$ cat config.mk
export PLATFORM = sky130hd
export DESIGN_NAME = csw_cordic_cell
export DESIGN_NICKNAME = d
export VERILOG_FILES = /design/src/rtl/csw_pkg.sv /design/src/rtl/csw_cordic_cell.sv
export SDC_FILE = /design/constraint.sdc
export NUM_CORES = 1
export LEC_CHECK = 0
export BUFFER_PORTS_ARGS = -buffer_cell sky130_fd_sc_hd__buf_2
export CAP_MARGIN = 20
export CORE_ASPECT_RATIO = 0.9
export CORE_MARGIN = 3
export CORE_UTILIZATION = 50
export CTS_BUF_LIST = sky130_fd_sc_hd__clkbuf_2 sky130_fd_sc_hd__clkbuf_4 sky130_fd_sc_hd__clkbuf_8
export DETAILED_ROUTE_END_ITERATION = 6
export PLACE_DENSITY = 0.77
export SYNTH_ARGS = -nofsm -noshare
export SYNTH_HDL_FRONTEND = slang
export SYNTH_SLANG_ARGS = --single-unit
$ cat constraint.sdc
create_clock -name clk -period 26.3 [get_ports clk]
set_input_delay 0 -clock clk [delete_from_list [all_inputs] [get_ports clk]]
set_output_delay 0 -clock clk [all_outputs]
set_load 0.05 [all_outputs]
$ cat src/rtl/csw_pkg.sv
`default_nettype none

package csw_pkg;

  // datapath widths
  localparam int GUARD_BITS = 8;
  localparam int XW         = 43;  // cordic x/y: 32 input bits, 8 guard bits, growth and sign

  // inverse cordic gain, unsigned 0.32
  localparam logic [31:0] INV_GAIN = 32'd2608131496;

  // angle thresholds in turns (2^32 = 2pi), one unit of t is 2^29
  localparam logic [31:0] T_ONE   = 32'h2000_0000;
  localparam logic [31:0] T_THREE = 32'h6000_0000;
  localparam logic [31:0] T_FIVE  = 32'hA000_0000;
  localparam logic [31:0] T_SEVEN = 32'hE000_0000;

  // corner positions as signed offsets
  localparam logic signed [33:0] CORNER_2 = 34'sh0_4000_0000;
  localparam logic signed [33:0] CORNER_4 = 34'sh0_8000_0000;
  localparam logic signed [33:0] CORNER_6 = 34'sh0_C000_0000;
  localparam logic signed [33:0] CORNER_8 = 34'sh1_0000_0000;

  // side of the square that the angle lands on
  typedef enum logic [2:0] {
    SEG_RIGHT_LOW,
    SEG_TOP,
    SEG_LEFT,
    SEG_BOTTOM,
    SEG_RIGHT_HIGH
  } csw_seg_t;

  // item moving down the cordic chain
  typedef struct packed {
    logic                 valid;
    logic signed [XW-1:0] x;
    logic signed [XW-1:0] y;
    logic [31:0]          z;
    logic signed [31:0]   acc_x;
    logic signed [31:0]   acc_y;
  } csw_cord_t;

  // finished result
  typedef struct packed {
    logic               valid;
    logic signed [31:0] out_x;
    logic signed [31:0] out_y;
  } csw_res_t;

  // arctan(2^-k) in turns
  function automatic logic [31:0] csw_atan(input logic [4:0] k);
    logic [31:0] a;
    unique case (k)
      5'd0:  a = 32'h20000000;
      5'd1:  a = 32'h12E4051E;
      5'd2:  a = 32'h09FB385B;
      5'd3:  a = 32'h051111D4;
      5'd4:  a = 32'h028B0D43;
      5'd5:  a = 32'h0145D7E1;
      5'd6:  a = 32'h00A2F61E;
      5'd7:  a = 32'h00517C55;
      5'd8:  a = 32'h0028BE53;
      5'd9:  a = 32'h00145F2F;
      5'd10: a = 32'h000A2F98;
      5'd11: a = 32'h000517CC;
      5'd12: a = 32'h00028BE6;
      5'd13: a = 32'h000145F3;
      5'd14: a = 32'h0000A2FA;
      5'd15: a = 32'h0000517D;
      5'd16: a = 32'h000028BE;
      5'd17: a = 32'h0000145F;
      5'd18: a = 32'h00000A30;
      5'd19: a = 32'h00000518;
      5'd20: a = 32'h0000028C;
      5'd21: a = 32'h00000146;
      5'd22: a = 32'h000000A3;
      5'd23: a = 32'h00000051;
      5'd24: a = 32'h00000029;
      5'd25: a = 32'h00000014;
      5'd26: a = 32'h0000000A;
      5'd27: a = 32'h00000005;
      5'd28: a = 32'h00000003;
      5'd29: a = 32'h00000001;
      5'd30: a = 32'h00000001;
      5'd31: a = 32'h00000000;
    endcase
    return a;
  endfunction

endpackage

`default_nettype wire

$ cat src/rtl/csw_cordic_cell.sv
`default_nettype none

module csw_cordic_cell #(
  parameter int K = 0
) (
  input  wire logic               clk,
  input  wire logic               rst,
  input  wire logic               en,
  input  wire csw_pkg::csw_cord_t d,
  output csw_pkg::csw_cord_t      q
);

  localparam logic [31:0] ANGLE = csw_pkg::csw_atan(5'(K));

  logic signed [csw_pkg::XW-1:0] dx;
  logic signed [csw_pkg::XW-1:0] dy;
  csw_pkg::csw_cord_t            q_next;

  // one vectoring step: drive y toward zero, collect the angle
  always_comb begin
    dx     = d.y >>> K;
    dy     = d.x >>> K;
    q_next = d;
    if (!d.y[csw_pkg::XW-1]) begin
      q_next.x = d.x + dx;
      q_next.y = d.y - dy;
      q_next.z = d.z + ANGLE;
    end else begin
      q_next.x = d.x - dx;
      q_next.y = d.y + dy;
      q_next.z = d.z - ANGLE;
    end
  end

  // hand the item to the next cell
  always_ff @(posedge clk) begin
    if (rst) begin
      q.valid <= 1'b0;
    end else if (en) begin
      q <= q_next;
    end
  end

endmodule

`default_nettype wire

==> metrics.cfg, run 1 <==
[logic_synthesis]
yosys_most_used_dff=sky130_fd_sc_hd__edfxtp_1
post-synth-top-area-fraction_pct=40.0
synth.cell_area_um2=13600
yosys_warnings=0
syn_area_per_cell_um2=9.69
number_of_flops_mapped_to_enable_cells_by_yosys=181
synth.top_cells.by_count=sky130_fd_sc_hd__edfxtp_1 (181), sky130_fd_sc_hd__a21oi_1 (156), sky130_fd_sc_hd__ha_1 (142)
synth_top_area_cell=sky130_fd_sc_hd__edfxtp_1
synth_xor_xnor_area_share_pct=5.34
synth-compound-area-share_pct=21.3
post_synth_and_or_nand_nor_area_fraction_pct=11.5
postSynthCellCount=1404
ffs_w_async_s_r_synth_pct=0
yosysMostFrequentCell=sky130_fd_sc_hd__edfxtp_1
unique_cell_type_count_in_the_yosys_netlist=80
synth-adder-area-share_pct=13.7
seq_area_frac_synth_pct=40.1
number_of_nets_in_the_synthesized_netlist=1736
flop_and_latch_count_out_of_synthesis=182
synth_top_family_by_area=compound AO/OA/AOI/OAI gates
synth_mux_area_share_pct=2.28
synth.top_cells.by_area=sky130_fd_sc_hd__edfxtp_1 (40%), sky130_fd_sc_hd__ha_1 (13%), sky130_fd_sc_hd__a21oi_1 (5.7%)

[global_routing]
overflow=0
maximum_number_of_pins_on_one_net_before_global_route_repair=85
grtUsageTotal_pct=35.2
grt_first_pass_wirelength_um=79500
grt_antenna_before_repair=1
first_global_vias=12800

[pwr]
power.combinational.fraction_pct=39.2
clkPwrFrac_pct=22.8
power.density_cell_area_nw_per_um2=56.0
power_report.internal_total_uw=543
peakVddDrop_mv=0.0366
p_total_uw=957
switchingPower_uw=414
power.static_leakage_uw=0.00746
proportion_of_total_power_due_to_net_switching_pct=43.3
pwr-share-seq_pct=38.0

[sta]
grt_setup_unrepaired=no
finalMaxSlewViolations=0
post-route-min-period_ns=3.40
final_setup_violating_endpoints=0
finClkSkew_ns=0
fin_hold_ws_ns=0.0235
fmax_ghz=0.294
post-route-worst-setup-slack_ns=22.90
finalCritPeriodShare_pct=12.9
relSlewSlack_pct=33.3
total_negative_slack_ns=0
pin_slew_with_the_least_headroom_to_its_limit_ns=1.00
report.final.hold_viol_count=0

[layout]
n_fill_cell=2122
fin_util_pct=64.7
final_stage_net_count=2166
max_ffs_per_register=182
registers_with_the_most_flip_flops=q (182)
regMostFlops=q
n_antenna_cell=0
final_layout_size_suffix_gt1_share_pct=23.4
area.growth.synth_to_final_pct=25.7

[run]
drv.max_cap_violation_count=0

[clock_tree]
buffer_cell_driving_the_clock_tree_root=sky130_fd_sc_hd__clkbuf_8
clk_pin_slew_worst_paths_ns=0.13
cts_max_path_buffers=2
cts_h_tree_lvls=4
cts_setup_buffers=0
cts-buffers-inserted=17
clk_latency_ns=0.48
clock_sinks=182
tritoncts=built

[place]
detailedPlacementHpwl_um=40700
place.gp.congestion=1.00
buffer_ports.inserted=368
detailedPlace.worstSlack_ns=22.92

[detailed_routing]
route.vias.total=13400
drt-total-wl_um=53200
drt-initial-drc-count=1645
route.detailed.drc=0
vias_per_inst=6.09
antenna_left=0
first_drt_pass_iteration_count=5
detail_routed_net_length_per_standard_cell_um=24.2

[setup_path]
cpMaxStageDelayCell=sky130_fd_sc_hd__dlygate4sd3_1
endpoint=q[179]
crit_path_largest_cell_delay_ns=0.53
end_kind=flip-flop
worst_r2r_startpoint=q[182]
crit_chain=dlygate4sd3_1, buf_2, ha_1, inv_1, fa_1, o21bai_1, nand2_1, a211oi_2, o21bai_1, a31o_1, o21ai_2, a31oi_1, o221ai_1, xnor2_1
setup.worst_path.start=d[139]
cp.required_ns=26.52
worst_path_most_repeated_cell=sky130_fd_sc_hd__o21bai_1
worstReg2RegEnd=q[182]
timing_worst_setup_path_type=in -> reg
cp_max_fo=6
worstRegToRegCells=3
kind_of_launch_point_of_the_worst_setup_path=input port
timing.critical_path.arrival_ns=3.63
rrSetupSlack_ns=25.07

[floorplanning]
die-area_um2=29200
die_w_um=180
placementRows=56
floorplan.initialDensity_pct=51.5
design.core.area_um2=26400
die_h_um=162
io_pins=369

[outcome]
status=complete, no violations

[hold_path]
type_of_the_tightest_min_delay_check=in -> reg

## cell usage in the layout (no fill, tap or decap), drive strengths merged, types with 13 or more instances in the layout
cell type	instances
nor2	96
o21a	13
nor2b	14
buf	373
o21bai	33
clkbuf	17
a211oi	14
o211ai	18
mux2i	31
nand2	71
inv	137
nand4	26
edfxtp	181
xnor2	75
a21o	30
a21oi	157
dlygate4sd3	100
nor3	36
ha	142
nand3	17
o21ai	85
nor4	16
## timing repair
item | CTS | global route
endpoints found under the hold margin | 119 | 0
gates resized for setup | 0 | 0
hold buffers | 100 | 0
## cell families (layout without fill, tap and decap cells)
| family | count (synthesis) | after routing |
|---|---|---|
| adders and majority gates | 146 | 146 |
| DFF | 182 | 182 |
| AOI/OAI and AO/OA | 447 | 447 |
| xor gates and xnor gates | 83 | 83 |
| and+or+nand+nor | 321 | 321 |
| buffers and inverters | 194 | 637 |
| muxes | 31 | 31 |
## metrics by stage
stage	area [um^2]	instances
after CTS	17100	2194
after global routing	17100	2195
final	17100	2195
after detailed placement	15600	2062
after global placement	15600	2062
after floorplan	13600	1404
## how the worst min path moves through the flow
| stage | from | to | slack (ns) | cells after the start |
|---|---|---|---|---|
| finish | en | q[133] | 0.02 | 2 |
| global route | en | q[133] | 0.007 | 2 |
| detailed placement | d[32] | q[32] | 0.18 | 1 |
| floorplan | rst | q[182] | 0.07 | 1 |
| global placement | d[4] | q[4] | 0.18 | 1 |
| CTS | en | q[138] | 0.005 | 2 |
## critical path: cells and delay by family
kind | cells | cell delay (ns)
compound gates | 7 | 1.99
buf+inv | 3 | 0.74
fa+ha+maj | 2 | 0.62
simple gates | 1 | 0.14
xor+xnor | 1 | 0.12
## power by group through the flow
stage	combinational (uW)	clock (uW)	sequential, uW
floorplan	156	0	462
global placement	350	0	369
detailed placement	352	0	370
CTS	366	219	363
global route	395	230	366
finish	375	218	364
## routing by layer
metal	wire (um)	global-route usage, %	vias up	share of wire [%]
li1	-	-	5970	-
met1	22000	48.6	6404	41
met2	23900	55.6	872	45
met3	5130	6.70	118	9.7
met4	2160	13.2	2	4.1
met5	12	0	-	0.023
## area by class of cell
cell class                      instances  area, um^2  share of cell area (%)
Clock buffer                           17         234                    1.37
Clock inverter                         15         210                    1.23
Inverter                              132         495                    2.90
Multi-Input combinational cell       1028        7370                    43.1
Sequential cell                       182        5460                    31.9
Tap cell                              348         435                    2.55
Timing Repair Buffer                  473        2900                    17.0
No activity file was read; power rests on OpenSTA's default activity.
==> inputs of run 2 (changes only) <==
- PLACE_DENSITY: 0.77 -> 0.8
- clock period: 26.3 -> 2.8 ns (I/O delays scaled with it)
==> run 2 against run 1 <==
Sequential share of layout area shrank 3.8 points. Cell area is 13% higher. Register-to-register slack worse by 23 ns. Die area is the same. Setup slack worse by 23 ns. First-iteration DRC count increased by 28%. Via count up 12%. Wire length is 13% higher. Critical path type unchanged.
==> metrics.cfg, run 2 (synthesis results as in run 1) <==
[layout]
final_stage_net_count=2473  ; was 2166
max_ffs_per_register=182  ; unchanged
mostFrequentLayoutCells=sky130_fd_sc_hd__buf_2 (368), sky130_fd_sc_hd__buf_4 (306), sky130_fd_sc_hd__edfxtp_1 (181), sky130_fd_sc_hd__a21oi_1 (156), sky130_fd_sc_hd__ha_1 (142)  ; was sky130_fd_sc_hd__buf_2 (368), sky130_fd_sc_hd__edfxtp_1 (181), sky130_fd_sc_hd__a21oi_1 (156), sky130_fd_sc_hd__ha_1 (142), sky130_fd_sc_hd__inv_1 (123)
design_area_um2=19400  ; was 17100 um^2
regMostFlops=q  ; unchanged
layout.cells.most_common=sky130_fd_sc_hd__buf_2  ; unchanged
registers_with_the_most_flip_flops=q (182)  ; unchanged
area.growth.synth_to_final_pct=42.6  ; was 25.7%
final_layout_size_suffix_gt1_share_pct=34.3  ; was 23.4%

[floorplanning]
die_w_um=180  ; unchanged
die-area_um2=29200  ; unchanged
design.core.area_um2=26400  ; unchanged
placementRows=56  ; unchanged
die_h_um=162  ; unchanged
io_pins=369  ; unchanged
floorplan.initialDensity_pct=51.5  ; unchanged

[detailed_routing]
drt-initial-drc-count=2105  ; was 1645
antenna_left=0  ; unchanged
vias_per_inst=5.99  ; was 6.09
first_drt_pass_iteration_count=6  ; was 5
detail_routed_net_length_per_standard_cell_um=24.0  ; was 24.2 um
route.detailed.drc=0  ; unchanged
drt-total-wl_um=60100  ; was 53200 um
route.vias.total=15000  ; was 13400

[sta]
total_negative_slack_ns=0  ; unchanged
finalMaxSlewViolations=0  ; unchanged
post-route-worst-setup-slack_ns=0.132  ; was 22.90 ns
finClkSkew_ns=0  ; unchanged
report.final.hold_viol_count=0  ; unchanged
grt_setup_unrepaired=no  ; unchanged
pin_slew_with_the_least_headroom_to_its_limit_ns=0.780  ; was 1.00 ns
fin_hold_ws_ns=0.00804  ; was 0.0235 ns
relSlewSlack_pct=47.3  ; was 33.3%
fmax_ghz=0.375
post-route-min-period_ns=2.67
final_setup_violating_endpoints=0  ; unchanged
finalCritPeriodShare_pct=95.3

[place]
detailedPlacementHpwl_um=46400  ; was 40700 um
place.gp.congestion=1.04  ; was 1.00
buffer_ports.inserted=368  ; unchanged
detailedPlace.worstSlack_ns=-0.255  ; was 22.92 ns
post_dp_cell_area_um2=18000  ; was 15600 um^2

[global_routing]
first_global_vias=14400  ; was 12800
grtUsageTotal_pct=39.9  ; was 35.2%
overflow=0  ; unchanged
maximum_number_of_pins_on_one_net_before_global_route_repair=95  ; was 85
grt_antenna_before_repair=1  ; unchanged
grt_first_pass_wirelength_um=89200  ; was 79500 um

[clock_tree]
cts-buffers-inserted=17  ; unchanged
cts_h_tree_lvls=4  ; unchanged
clk_latency_ns=0.49  ; was 0.48 ns
cts_setup_buffers=0  ; unchanged
buffer_cell_driving_the_clock_tree_root=sky130_fd_sc_hd__clkbuf_8  ; unchanged
clock_sinks=182  ; unchanged
cts_max_path_buffers=2  ; unchanged
tritoncts=built  ; unchanged
clk_pin_slew_worst_paths_ns=0.11  ; was 0.13 ns

[outcome]
status=complete, no violations  ; unchanged

[hold_path]
type_of_the_tightest_min_delay_check=in -> reg  ; unchanged

[pwr]
power.static_leakage_uw=0.00892  ; was 0.00746 uW
peakVddDrop_mv=0.325  ; was 0.0366 mV
power.density_cell_area_nw_per_um2=485  ; was 56.0 nW/um^2

[setup_path]
crit_family=compound AO/OA/AOI/OAI gates  ; unchanged
timing_worst_setup_path_type=in -> reg  ; unchanged
worst_path_most_repeated_cell=sky130_fd_sc_hd__buf_4  ; was sky130_fd_sc_hd__o21bai_1
cpMaxStageDelayCell=sky130_fd_sc_hd__o41ai_1  ; was sky130_fd_sc_hd__dlygate4sd3_1
rrSetupSlack_ns=1.60  ; was 25.07 ns
crit_path_largest_cell_delay_ns=0.64  ; was 0.53 ns
timing.critical_path.arrival_ns=2.92  ; was 3.63 ns
crit_chain=buf_2, inv_1, ha_1, buf_4, nor3b_2, o31ai_1, buf_4, a21oi_1, buf_4, buf_4, nor2_1, o41ai_1, a21oi_1, a21oi_1, xnor2_1  ; was dlygate4sd3_1, buf_2, ha_1, inv_1, fa_1, o21bai_1, nand2_1, a211oi_2, o21bai_1, a31o_1, o21ai_2, a31oi_1, o221ai_1, xnor2_1
crit_buf_inv=6  ; was 3
cp_max_fo=3  ; was 6
end_kind=flip-flop  ; unchanged
kind_of_launch_point_of_the_worst_setup_path=input port  ; unchanged
cp.required_ns=3.05  ; was 26.52 ns

[run]
drv.max_cap_violation_count=0  ; unchanged

-- run 2: changes by cell type in the layout (fill, tap and decap cells not counted), sizes merged --
cell | before | now
inv | 137 | 134
buf | 373 | 680
clkinvlp | 0 | 1
diode | 0 | 1
clkinv | 10 | 12
-- run 2: timing repair --
action / in CTS / in global routing
endpoints found under the setup margin: 0 / 3
hold buffers: 100 / 0
resized for setup: 0 / 3
hold endpoints to repair: 112 / 0
-- run 2: final timing paths --
check	startpoint	to	depth (start not counted)
worst min-delay path	en	q[15]	2
worst min register to register	q[182]	q[182]	3
worst max-delay path	d[97]	q[156]	15
worst max register to register	q[182]	q[182]	3
-- run 2: per-stage QoR --
step / util [%] / total power, uW / instances
5_1_grt: 73.4 / 9730 / 2503
3_3_place_gp: 68.2 / 7350 / 2370
6_report: 73.4 / 9410 / 2503
4_1_cts: 73.3 / 9210 / 2502
3_5_place_dp: 68.2 / 7410 / 2370
2_1_floorplan: - / 5780 / 1404
-- run 2: area by class of cell --
cell class,instances,area [um^2]
flip-flops and latches,182,5460
well taps,348,435
clock inverters,15,120
repair buffers,780,5260
multi-input cells,1028,7390
fillers,1876,7030
clock buffers,17,234
inverters,132,495
diodes,1,2.50
-- run 2: power by group --
part           internal, uW  total [uW]  switching, uW
logic                  1500        4190           2690
clock network           639        1780           1140
registers              3340        3440            101
total                  5480        9410           3930
-- run 2: metal layers --
layer	routed length, um	part of all wire, %	vias up	GRT usage, %
li1	-	-	6589	-
met1	24000	40	7071	55.2
met2	25800	43	1126	60.7
met3	6620	11	216	7.59
met4	3630	6.0	0	19.7
met5	0	0	-	0
