### src/rtl/csw_pkg.sv
`default_nettype none

package csw_pkg;

  // datapath widths
  localparam int GUARD_BITS = 8;
  localparam int XW         = 43;  // cordic x/y: 32 input bits, 8 guard bits, growth and sign

  // inverse cordic gain, unsigned 0.32
  localparam logic [31:0] INV_GAIN = 32'd2608131496;

  // angle thresholds in turns (2^32 = 2pi), one unit of t is 2^29
  localparam logic [31:0] T_ONE   = 32'h2000_0000;
  localparam logic [31:0] T_THREE = 32'h6000_0000;
  localparam logic [31:0] T_FIVE  = 32'hA000_0000;
  localparam logic [31:0] T_SEVEN = 32'hE000_0000;

  // corner positions as signed offsets
  localparam logic signed [33:0] CORNER_2 = 34'sh0_4000_0000;
  localparam logic signed [33:0] CORNER_4 = 34'sh0_8000_0000;
  localparam logic signed [33:0] CORNER_6 = 34'sh0_C000_0000;
  localparam logic signed [33:0] CORNER_8 = 34'sh1_0000_0000;

  // side of the square that the angle lands on
  typedef enum logic [2:0] {
    SEG_RIGHT_LOW,
    SEG_TOP,
    SEG_LEFT,
    SEG_BOTTOM,
    SEG_RIGHT_HIGH
  } csw_seg_t;

  // item moving down the cordic chain
  typedef struct packed {
    logic                 valid;
    logic signed [XW-1:0] x;
    logic signed [XW-1:0] y;
    logic [31:0]          z;
    logic signed [31:0]   acc_x;
    logic signed [31:0]   acc_y;
  } csw_cord_t;

  // finished result
  typedef struct packed {
    logic               valid;
    logic signed [31:0] out_x;
    logic signed [31:0] out_y;
  } csw_res_t;

  // arctan(2^-k) in turns
  function automatic logic [31:0] csw_atan(input logic [4:0] k);
    logic [31:0] a;
    unique case (k)
      5'd0:  a = 32'h20000000;
      5'd1:  a = 32'h12E4051E;
      5'd2:  a = 32'h09FB385B;
      5'd3:  a = 32'h051111D4;
      5'd4:  a = 32'h028B0D43;
      5'd5:  a = 32'h0145D7E1;
      5'd6:  a = 32'h00A2F61E;
      5'd7:  a = 32'h00517C55;
      5'd8:  a = 32'h0028BE53;
      5'd9:  a = 32'h00145F2F;
      5'd10: a = 32'h000A2F98;
      5'd11: a = 32'h000517CC;
      5'd12: a = 32'h00028BE6;
      5'd13: a = 32'h000145F3;
      5'd14: a = 32'h0000A2FA;
      5'd15: a = 32'h0000517D;
      5'd16: a = 32'h000028BE;
      5'd17: a = 32'h0000145F;
      5'd18: a = 32'h00000A30;
      5'd19: a = 32'h00000518;
      5'd20: a = 32'h0000028C;
      5'd21: a = 32'h00000146;
      5'd22: a = 32'h000000A3;
      5'd23: a = 32'h00000051;
      5'd24: a = 32'h00000029;
      5'd25: a = 32'h00000014;
      5'd26: a = 32'h0000000A;
      5'd27: a = 32'h00000005;
      5'd28: a = 32'h00000003;
      5'd29: a = 32'h00000001;
      5'd30: a = 32'h00000001;
      5'd31: a = 32'h00000000;
    endcase
    return a;
  endfunction

endpackage

`default_nettype wire

### src/rtl/csw_if.sv
`default_nettype none


// result channel
interface csw_out_if;
  logic               valid;
  logic               ready;
  logic signed [31:0] out_x;
  logic signed [31:0] out_y;
  modport source (output valid, out_x, out_y, input ready);
  modport sink   (input valid, out_x, out_y, output ready);
endinterface


`default_nettype wire

### src/rtl/csw_skid.sv
`default_nettype none

module csw_skid (
  input  wire logic              clk,
  input  wire logic              rst,
  input  wire csw_pkg::csw_res_t d,
  csw_out_if.source              res,
  output logic                   full
);

  csw_pkg::csw_res_t oreg;
  csw_pkg::csw_res_t sreg;
  logic              take;
  logic              arrive;

  // the pipeline only moves while the skid stage is empty
  assign arrive = d.valid && !sreg.valid;
  assign take   = !oreg.valid || res.ready;

  // output register and skid stage
  always_ff @(posedge clk) begin
    if (rst) begin
      oreg.valid <= 1'b0;
      sreg.valid <= 1'b0;
    end else if (take) begin
      if (sreg.valid) begin
        oreg       <= sreg;
        sreg.valid <= 1'b0;
      end else begin
        oreg <= d;
      end
    end else if (arrive) begin
      sreg <= d;
    end
  end

  assign res.valid = oreg.valid;
  assign res.out_x = oreg.out_x;
  assign res.out_y = oreg.out_y;
  assign full      = sreg.valid;

endmodule

`default_nettype wire
### src/flat_wrapper.sv
// flat-port wrapper written by rule: the top's interface ports become plain ports
module csw_skid_flat 
  (clk, rst, d, full, res_valid, res_out_x, res_out_y, res_ready);
  csw_out_if res_i ();
  input  wire logic clk;
  input  wire logic rst;
  input  wire csw_pkg::csw_res_t d;
  output logic full;
  output wire logic [$bits(res_i.valid)-1:0] res_valid;
  output wire logic [$bits(res_i.out_x)-1:0] res_out_x;
  output wire logic [$bits(res_i.out_y)-1:0] res_out_y;
  input wire logic [$bits(res_i.ready)-1:0] res_ready;
  assign res_valid = res_i.valid;
  assign res_out_x = res_i.out_x;
  assign res_out_y = res_i.out_y;
  assign res_i.ready = res_ready;
  csw_skid u_core (.clk(clk), .rst(rst), .d(d), .res(res_i), .full(full));
endmodule
### config.mk
export PLATFORM = sky130hd
export DESIGN_NAME = csw_skid_flat
export DESIGN_NICKNAME = d
export VERILOG_FILES = /design/src/rtl/csw_pkg.sv /design/src/rtl/csw_if.sv /design/src/rtl/csw_skid.sv /design/src/flat_wrapper.sv
export SDC_FILE = /design/constraint.sdc
export NUM_CORES = 1
export LEC_CHECK = 0
export ABC_AREA = 1
export BUFFER_PORTS_ARGS = -buffer_cell sky130_fd_sc_hd__buf_4
export CAP_MARGIN = 20
export CORE_UTILIZATION = 40
export CTS_BUF_LIST = sky130_fd_sc_hd__clkbuf_8
export CTS_CLUSTER_SIZE = 25
export DETAILED_ROUTE_END_ITERATION = 12
export HOLD_SLACK_MARGIN = 0.12
export RECOVER_POWER = 50
export SLEW_MARGIN = 20
export SYNTH_ARGS = -nofsm -noshare
export SYNTH_HDL_FRONTEND = slang
export SYNTH_SLANG_ARGS = --single-unit
### constraint.sdc
create_clock -name clk -period 14.3 [get_ports clk]
set_input_delay 2.86 -clock clk [delete_from_list [all_inputs] [get_ports clk]]
set_output_delay 2.86 -clock clk [all_outputs]
set_load 0.05 [all_outputs]
==> impl_metrics.csv, run 1 <==
group,metric,value,unit
die,die_h,110.9,um
die,io_pins,134,
hold_path,holdPathStages,2,
route,wl,9.107,mm
clock_network,clkSinkCount,130,
logic_synthesis,ys_warn_count,0,
sta,fin_crit,5125,ps
worst_setup_path,cp_num_buf_inv,3,
logic_synthesis,post-synth-top-area-cell,"edfxtp_1",
grt,grt.busiest_layer,"met2",
placement,post-dp-hpwl,5.734,mm
grt,grt_use_total,15.90,%
die,start_util,41.34,%
sta,maxSlewViolCount,40,
worst_setup_path,ff2ff_setup_slack,10570,ps
die,core,11470,um^2
route,drc_errors,0,
logic_synthesis,yosysSeqAreaShare,81.92,%
clock_network,cts_buffers,17,
sta,hold_viol,0,
worst_setup_path,r2r-end,"u_core.sreg[12]$_DFFE_PP_",
sta,slew_headroom,-29.37,%
logic_synthesis,syn_area_per_cell,13.66,um^2
sta,skew,8.044,ps
worst_setup_path,cp_data_required_time,14360,ps
route,dr.first_iter.drc_count,134,
layout,diodes,0,
hold_path,worstHoldStart,"u_core.sreg[33]$_DFFE_PP_",
placement,placed_area,5869,um^2
sta,tightest_slew,1940,ps
clock_network,cts_tree,"done",
worst_setup_path,r2r_start,"u_core.full$_SDFFE_PP0P_",
die,rows,39,
die,die_area,12290,um^2
worst_setup_path,arrival,5180,ps
worst_setup_path,max_stage_delay,1440,ps
worst_setup_path,end_kind,"flop",
layout,final_area,6062,um^2
power_and_ir_drop,total_leakage_power,0.002459,uW
worst_setup_path,worstPathCellList,"clkbuf_4, inv_1, a21oi_1, buf_4",
worst_setup_path,cp_max_fo,46,
run,cap_violations,2,
sta,hold-worst-slack,515.7,ps
placement,io_buffers,133,
power_and_ir_drop,powerDensity,138.5,nW/um^2
worst_setup_path,critPathLaunchType,"input port",
grt,grt_max_degree,68,
logic_synthesis,synth_area_leaders,"edfxtp_1 81%, nand2_1 15%, buf_4 1.6%",
layout,final_nets,556,
sta,rsz0062_at_grt,"no",
grt,use_met1,21.84,%
clock_network,clkLatencyLatePin,420,ps
logic_synthesis,synth.top_cell.area_share,81.08,%
route,vias,2934,
clock_network,h-tree-depth,4,
clock_network,hold_buffers,0,
sta,finalSetupViolCount,0,
clock_network,cts_root_buf,"clkbuf_8",
grt,grt_pass1_vias,2802,
worst_setup_path,crit_family,"compound AO/OA/AOI/OAI gates",
route,wire_per_inst,14.16,um
hold_path,hp-class,"reg2reg",
placement,place.gp.congestion,0.6986,
logic_synthesis,synth_cells,347,
grt,antenna_found_initial,0,
sta,tns,0,ps
worst_setup_path,rr_worst_depth,5,
status,outcome,"finished, violations left",
power_and_ir_drop,vdd_drop_max,0.00005848,V
logic_synthesis,syn_nets,415,
grt,met2_usage,22.19,%
logic_synthesis,synth_cell_type_count,12,
logic_synthesis,ys_seq_elements,130,
grt,grt_first_pass_wirelength,14.69,mm
worst_setup_path,crit_type,"in2reg",
clock_network,post_cts_buffers,0,
hold_path,min_to,"u_core.res.out_x[1]$_DFFE_PP_",
clock_network,post_cts_resized,0,
route,drtPass1Iterations,4,
status,violations,"capacitance limit, slew limit",
layout,syn2layout_area_growth,27.87,%
layout,drive_gt1_share,23.60,%
sta,final.period_utilization,35.84,%
die,die_w,110.9,um
route,via_per_inst,4.563,
sta,timing.fmax,195.1,MHz
logic_synthesis,netlist_area,4741,um^2
worst_setup_path,slowest_stage,"a21oi_1",
grt,gr-total-overflow,0,
clock_network,path_clk_slew,70,ps
grt,grt_util_met3,6.616,%
route,ant_nets,0,
clock_network,clock_path_buffers,2,
## layer usage
metal  up-vias  wire length, um  share of wire, %
met5         -                0                 0
met4         0              118               1.3
met3        10              713               7.8
met2       131             3980                44
met1      1342             4294                47
li1       1451                -                 -
## how the worst max path moves through the flow
stage / slack [ps] / depth (start not counted) / endpoint / from
2_1_floorplan: 7800 / 2 / u_core.res.out_x[0]$_DFFE_PP_ / res_ready
5_1_grt: 8990 / 4 / u_core.res.out_x[6]$_DFFE_PP_ / res_ready
4_1_cts: 10020 / 5 / u_core.sreg[59]$_DFFE_PP_ / res_ready
3_3_place_gp: 9630 / 5 / u_core.sreg[25]$_DFFE_PP_ / res_ready
6_report: 9180 / 4 / u_core.res.out_x[6]$_DFFE_PP_ / res_ready
3_5_place_dp: 9540 / 5 / u_core.sreg[25]$_DFFE_PP_ / res_ready
## area by class of cell
type | instances | area [um^2]
clock buffers | 17 | 234.0
flip-flops and latches | 130 | 3885
inverters | 3 | 12.51
multi-input cells | 200 | 754.5
clock inverters | 14 | 148.9
well taps | 143 | 178.9
repair buffers | 136 | 848.3
fillers | 1018 | 5405
## cells in the final DEF (no fill, tap or decap), drive strengths merged
cell type / instances
edfxtp: 128
nand3: 1
clkinvlp: 4
o21ai: 1
clkbuf: 82
a21oi: 1
buf: 71
bufinv: 3
inv: 4
nand2: 194
dfxtp: 2
nor2: 3
clkinv: 6
## per-stage QoR
stage	util [%]	instances	setup WS, ps	total power, uW
floorplan	-	347	7800	512.0
global placement	51.18	612	9633	551.3
global route	52.86	643	8988	873.2
finish	52.86	643	9175	839.5
CTS	54.52	643	10020	856.0
detailed placement	51.18	612	9543	552.6
## flip-flops by register name, summed over array words and instances (netlist names)
name,count
u_core.res.out_y,32
u_core.sreg,64
u_core.full,1
u_core.res.valid,1
u_core.res.out_x,32
## worst register-to-register path: cells and delay by family, from the launching register on
| kind | cells | cell delay, ps |
|---|---|---|
| buffers and inverters | 3 | 1690 |
| AND/OR/NAND/NOR | 2 | 1340 |
| flip-flops | 1 | 320 |
## synthesized netlist by cell type
master    number
buf_2          1
nand2_1      194
nor2_1         3
dfxtp_1        2
inv_2          1
edfxtp_1     128
buf_4         10
clkbuf_1       3
o21ai_0        1
nand3_1        1
a21oi_1        1
inv_1          2
## logic make-up after synthesis
kind of cell	Yosys count	share of synthesized area (%)
DFF	130	81.92
and+or+nand+nor	198	15.70
buffers and inverters	17	2.164
AOI/OAI and AO/OA	2	0.2109
## where the power goes
| group | internal (uW) | total [uW] | switching, uW |
|---|---|---|---|
| sequential | 438 | 443 | 4.91 |
| combinational | 26.3 | 94.6 | 68.3 |
| clock | 167 | 302 | 135 |
| total | 631 | 839 | 208 |
Power figures use the tool's default switching activity.
==> run 2, diff against run 1 <==
==> constraint.sdc (replaced) <==
create_clock -name clk -period 4.8 [get_ports clk]
set_input_delay 0.96 -clock clk [delete_from_list [all_inputs] [get_ports clk]]
set_output_delay 0.96 -clock clk [all_outputs]
set_load 0.05 [all_outputs]
==> run 2 against run 1 <==
Effect of this change:
- the run still ends with capacitance limit, slew limit left
- critical path type unchanged
- worst setup slack worse by 7600 ps
- sequential power rose to 3.0 times the previous value
- clock power grew to 3.2 times the previous value
- sequential share of layout area is 0.97 points lower
==> impl_metrics.csv, run 2 (synthesis results as in run 1) <==
group,metric,value,unit
sta,tightest_slew,1764,ps
route,wire_per_inst,13.58,um
route,drtPass1Iterations,4,
clock_network,post_cts_resized,0,
placement,io_buffers,133,
power_and_ir_drop,clock_power_share,37.8,%
worst_setup_path,critPathLaunchType,"input port",
layout,final_common_cell,"nand2_1",
worst_setup_path,end_kind,"flop",
worst_setup_path,max_stage_delay,1310,ps
sta,timing.fmax,310.4,MHz
sta,final.period_utilization,67.12,%
worst_setup_path,arrival,3260,ps
route,vias,2862,
hold_path,hp-class,"reg2reg",
die,core,11470,um^2
die,start_util,41.34,%
power_and_ir_drop,vdd_drop_max,0.0001944,V
route,ant_nets,0,
grt,grt_pass1_vias,2858,
power_and_ir_drop,pwr-share-seq,51.2,%
hold_path,worstHoldStart,"u_core.sreg[21]$_DFFE_PP_",
clock_network,cts_tree,"done",
worst_setup_path,crit_family,"compound AO/OA/AOI/OAI gates",
sta,tns,0,ps
clock_network,clkSinkCount,130,
worst_setup_path,slowest_stage,"a21oi_1",
worst_setup_path,cp_max_fo,18,
clock_network,clock_path_buffers,2,
route,dr.first_iter.drc_count,134,
layout,final_cell_mix,"194 x nand2_1, 128 x edfxtp_1, 72 x buf_4",
die,die_w,110.9,um
hold_path,holdPathStages,2,
route,drc_errors,0,
layout,fillers,1023,
layout,diodes,0,
sta,rsz0062_at_grt,"no",
clock_network,cts_root_buf,"clkbuf_8",
power_and_ir_drop,switchingPower,629.4,uW
layout,syn2layout_area_growth,29.80,%
layout,top_register,"u_core.sreg",
route,via_per_inst,4.430,
worst_setup_path,crit_type,"in2reg",
grt,grt_first_pass_wirelength,14.52,mm
power_and_ir_drop,cell_internal_pwr,1947,uW
die,io_pins,134,
die,rows,39,
layout,largest_reg_flops,64,
clock_network,cts_buffers,17,
layout,fin_util,53.66,%
placement,place.gp.congestion,0.6600,
worst_setup_path,r2r-end,"u_core.res.out_x[10]$_DFFE_PP_",
clock_network,h-tree-depth,4,
power_and_ir_drop,pwr-share-comb,11.0,%
layout,final_nets,558,
worst_setup_path,cp_data_required_time,4840,ps
grt,gr-total-overflow,0,
sta,hold_viol,0,
status,violations,"capacitance limit, slew limit",
power_and_ir_drop,swShare,24.43,%
worst_setup_path,rr_worst_depth,2,
sta,slew_headroom,-17.60,%
status,outcome,"finished, violations left",
worst_setup_path,ff2ff_setup_slack,1890,ps
die,die_h,110.9,um
run,cap_violations,1,
hold_path,min_to,"u_core.res.out_y[21]$_DFFE_PP_",
grt,antenna_found_initial,0,
clock_network,clkLatencyLatePin,420,ps
clock_network,path_clk_slew,70,ps
grt,grt_max_degree,68,
clock_network,post_cts_buffers,0,
layout,final_area,6153,um^2
die,die_area,12290,um^2
sta,maxSlewViolCount,19,
placement,post-dp-hpwl,5.845,mm
sta,skew,8.126,ps
placement,placed_area,5884,um^2
grt,grt_use_total,15.55,%
route,wl,8.771,mm
clock_network,hold_buffers,0,
sta,fin_crit,3222,ps
power_and_ir_drop,powerDensity,418.7,nW/um^2
power_and_ir_drop,total_leakage_power,0.002510,uW
worst_setup_path,cp_num_buf_inv,3,
worst_setup_path,r2r_start,"u_core.res.valid$_SDFFE_PP0P_",
sta,finalSetupViolCount,0,
worst_setup_path,worstPathCellList,"clkbuf_4, inv_1, a21oi_1, clkbuf_1",
layout,drive_gt1_share,25.84,%
==> run 2: changes by cell type in the layout (fill, tap and decap cells not counted), moves of 2 or more <==
cell	previous run	this run
clkbuf_1	46	38
clkbuf_4	19	28
clkinv_4	0	2
inv_1	4	2
==> run 2: layout make-up <==
class,count,area (um^2),area share [%]
Inverter,3,11.26,0.1830
Clock buffer,17,234.0,3.802
Timing Repair Buffer,138,893.4,14.52
Multi-Input combinational cell,200,762.0,12.38
Clock inverter,15,190.2,3.091
Sequential cell,130,3884,63.12
Tap cell,143,178.9,2.908
==> run 2: worst max-delay path by stage <==
| stage | from | to | slack, ps | cells past startpoint |
|---|---|---|---|---|
| global route | res_ready | u_core.res.out_x[12]$_DFFE_PP_ | 1380 | 4 |
| CTS | u_core.full$_SDFFE_PP0P_ | u_core.sreg[20]$_DFFE_PP_ | 2030 | 5 |
| finish | res_ready | u_core.res.out_x[10]$_DFFE_PP_ | 1580 | 4 |
| detailed placement | res_ready | u_core.sreg[19]$_DFFE_PP_ | 1830 | 5 |
| global placement | res_ready | u_core.sreg[57]$_DFFE_PP_ | 1890 | 5 |
| floorplan | res_ready | u_core.res.out_x[0]$_DFFE_PP_ | 200 | 2 |
==> run 2: routing by layer <==
| metal | part of all wire [%] | up-vias | wire [um] | track usage [%] |
|---|---|---|---|---|
| met3 | 7.2 | 7 | 635 | 5.467 |
| met5 | 0 | - | 0 | 0 |
| met4 | 0.87 | 0 | 76 | 6.133 |
| met1 | 47 | 1292 | 4102 | 21.57 |
| li1 | - | 1458 | - | - |
| met2 | 45 | 105 | 3957 | 22.44 |
==> run 2: worst min-delay path, delay by kind of cell (launching register included) <==
kind | cells | cell delay (ps)
DFF | 1 | 320
and+or+nand+nor | 2 | 100
==> run 2: stage by stage <==
step | std cells | total power (uW) | hold WS, ps | setup slack, ps
after detailed placement | 614 | 1647 | 503.5 | 1827
after global routing | 646 | 2679 | 534.9 | 1382
after CTS | 646 | 2623 | 519.5 | 2031
after global placement | 614 | 1642 | 500.1 | 1890
final | 646 | 2576 | 517.9 | 1578
after floorplan | 347 | 1525 | 494.3 | 200.4
==> run 2: power groups by stage <==
stage               clock network [uW]  logic (uW)  registers, uW
global route                      1050         303           1320
CTS                               1000         303           1320
finish                             974         284           1320
detailed placement                   0         303           1340
floorplan                            0        49.9           1480
global placement                     0         300           1340
==> run 3, diff against run 2 <==
==> constraint.sdc (replaced) <==
create_clock -name clk -period 3.3 [get_ports clk]
set_input_delay 0.66 -clock clk [delete_from_list [all_inputs] [get_ports clk]]
set_output_delay 0.66 -clock clk [all_outputs]
set_load 0.05 [all_outputs]
==> run 3 against run 2 <==
Effect of this change:
- the flow still finishes with violations (capacitance limit, slew limit)
- die area did not move
- non-clock buffer count did not move
- largest cell class unchanged
- critical path depth fell by 2
- flip-flop and latch count did not move
- core utilization barely moved
- first-iteration DRC count rose by 32%
- via count rose by 2.8%
- global-route usage barely moved
==> impl_metrics.csv, run 3 (synthesis results as in run 1) <==
group,metric,value,unit
status,outcome,"finished, violations left",
status,violations,"capacitance limit, slew limit",
clock_network,clkSinkCount,130,
layout,top_register,"u_core.sreg",
route,vias,2943,
route,drtPass1Iterations,4,
sta,rsz0062_at_grt,"no",
clock_network,hold_buffers,0,
power_and_ir_drop,swShare,23.63,%
clock_network,cts_root_buf,"clkbuf_8",
grt,antenna_found_initial,0,
route,wl,8.987,mm
layout,fillers,995,
worst_setup_path,crit_cells,2,
die,io_pins,134,
layout,diodes,0,
clock_network,post_cts_resized,0,
sta,maxSlewViolCount,65,
grt,grt_first_pass_wirelength,14.48,mm
worst_setup_path,crit_family,"buffers and inverters",
layout,final_common_cell,"nand2_1",
sta,tightest_slew,1645,ps
power_and_ir_drop,powerDensity,616.6,nW/um^2
die,rows,39,
placement,post-dp-hpwl,5.563,mm
sta,hold_viol,0,
placement,place.gp.congestion,0.7343,
layout,drive_gt1_share,25.05,%
power_and_ir_drop,switchingPower,896.7,uW
power_and_ir_drop,pwr-share-seq,50.6,%
clock_network,path_clk_slew,70,ps
die,die_h,110.9,um
hold_path,holdPathStages,1,
clock_network,post_cts_buffers,0,
power_and_ir_drop,total_leakage_power,0.002527,uW
grt,grt_pass1_vias,2859,
sta,slew_headroom,-9.693,%
layout,final_nets,558,
layout,fin_util,53.68,%
layout,syn2layout_area_growth,29.85,%
sta,tns,0,ps
worst_setup_path,critPathLaunchType,"flop",
worst_setup_path,end_kind,"flop",
clock_network,h-tree-depth,4,
sta,skew,6.265,ps
die,core,11470,um^2
route,dr.first_iter.drc_count,177,
power_and_ir_drop,vdd_drop_max,0.0002671,V
layout,largest_reg_flops,64,
sta,final.period_utilization,64.97,%
route,via_per_inst,4.556,
grt,gr-total-overflow,0,
clock_network,cts_buffers,17,
worst_setup_path,cp_data_required_time,3310,ps
sta,finalSetupViolCount,0,
worst_setup_path,arrival,2160,ps
sta,timing.fmax,466.4,MHz
power_and_ir_drop,cell_internal_pwr,2899,uW
worst_setup_path,slowest_stage,"clkbuf_2",
worst_setup_path,worstPathCellList,"a21oi_4, clkbuf_2",
hold_path,hp-class,"in2reg",
die,die_w,110.9,um
power_and_ir_drop,clock_power_share,38.5,%
placement,io_buffers,133,
clock_network,cts_tree,"done",
route,ant_nets,0,
grt,grt_max_degree,65,
die,start_util,41.34,%
worst_setup_path,rr_worst_depth,2,
power_and_ir_drop,pwr-share-comb,10.9,%
clock_network,clock_path_buffers,2,
worst_setup_path,cp_max_fo,64,
worst_setup_path,ff2ff_setup_slack,1160,ps
run,cap_violations,1,
grt,grt_use_total,15.59,%
clock_network,clkLatencyLatePin,410,ps
worst_setup_path,max_stage_delay,1200,ps
layout,final_cell_mix,"194 x nand2_1, 128 x edfxtp_1, 70 x buf_4",
sta,fin_crit,2144,ps
die,die_area,12290,um^2
route,wire_per_inst,13.91,um
route,drc_errors,0,
worst_setup_path,cp_num_buf_inv,1,
worst_setup_path,crit_type,"reg2reg",
## run 3: metal layers
| metal | vias to the layer above | part of all wire (%) | global-route usage, % |
|---|---|---|---|
| met5 | - | 0 | 0 |
| met4 | 0 | 1.2 | 5.600 |
| met3 | 11 | 8.1 | 6.233 |
| met2 | 119 | 46 | 23.48 |
| met1 | 1354 | 45 | 20.45 |
| li1 | 1459 | - | - |
## run 3: stage by stage
step	hold WS [ps]	instances	worst slack, ps	instance area (um^2)	total power, uW
6_report	448.2	646	1156	6156	3796
5_1_grt	405.4	646	972.3	6156	3956
4_1_cts	391.7	646	1542	6319	3863
3_5_place_dp	503.5	614	1283	5884	2395
3_3_place_gp	500.7	614	1306	5884	2388
2_1_floorplan	494.3	347	289.9	4747	2216
## run 3: power by group through the flow
stage	Combinational, uW	Clock, uW	Sequential, uW
floorplan	73.1	0	2140
CTS	441	1500	1920
finish	414	1460	1920
global placement	435	0	1950
detailed placement	440	0	1950
global route	442	1590	1930
## run 3: final timing paths
path / from / endpoint
setup / recovery: u_core.res.valid$_SDFFE_PP0P_ / u_core.res.out_y[0]$_DFFE_PP_
hold / removal: d[18] / u_core.sreg[18]$_DFFE_PP_
setup reg to reg: u_core.res.valid$_SDFFE_PP0P_ / u_core.res.out_y[0]$_DFFE_PP_
hold reg to reg: u_core.sreg[55]$_DFFE_PP_ / u_core.res.out_x[23]$_DFFE_PP_
## run 3: cell type report
| type | instances | area, um^2 | area share, % |
|---|---|---|---|
| Clock buffer | 17 | 234.0 | 3.801 |
| Clock inverter | 15 | 200.2 | 3.252 |
| Inverter | 3 | 11.26 | 0.1829 |
| Multi-Input combinational cell | 200 | 773.2 | 12.56 |
| Sequential cell | 130 | 3884 | 63.09 |
| Tap cell | 143 | 178.9 | 2.907 |
| Timing Repair Buffer | 138 | 874.6 | 14.21 |
## run 3: worst reg2reg max path: cells and delay by family, from the launching register on
kind | cells | cell delay, ps
buffers and inverters | 1 | 1200
DFF | 1 | 360
AOI/OAI and AO/OA | 1 | 150
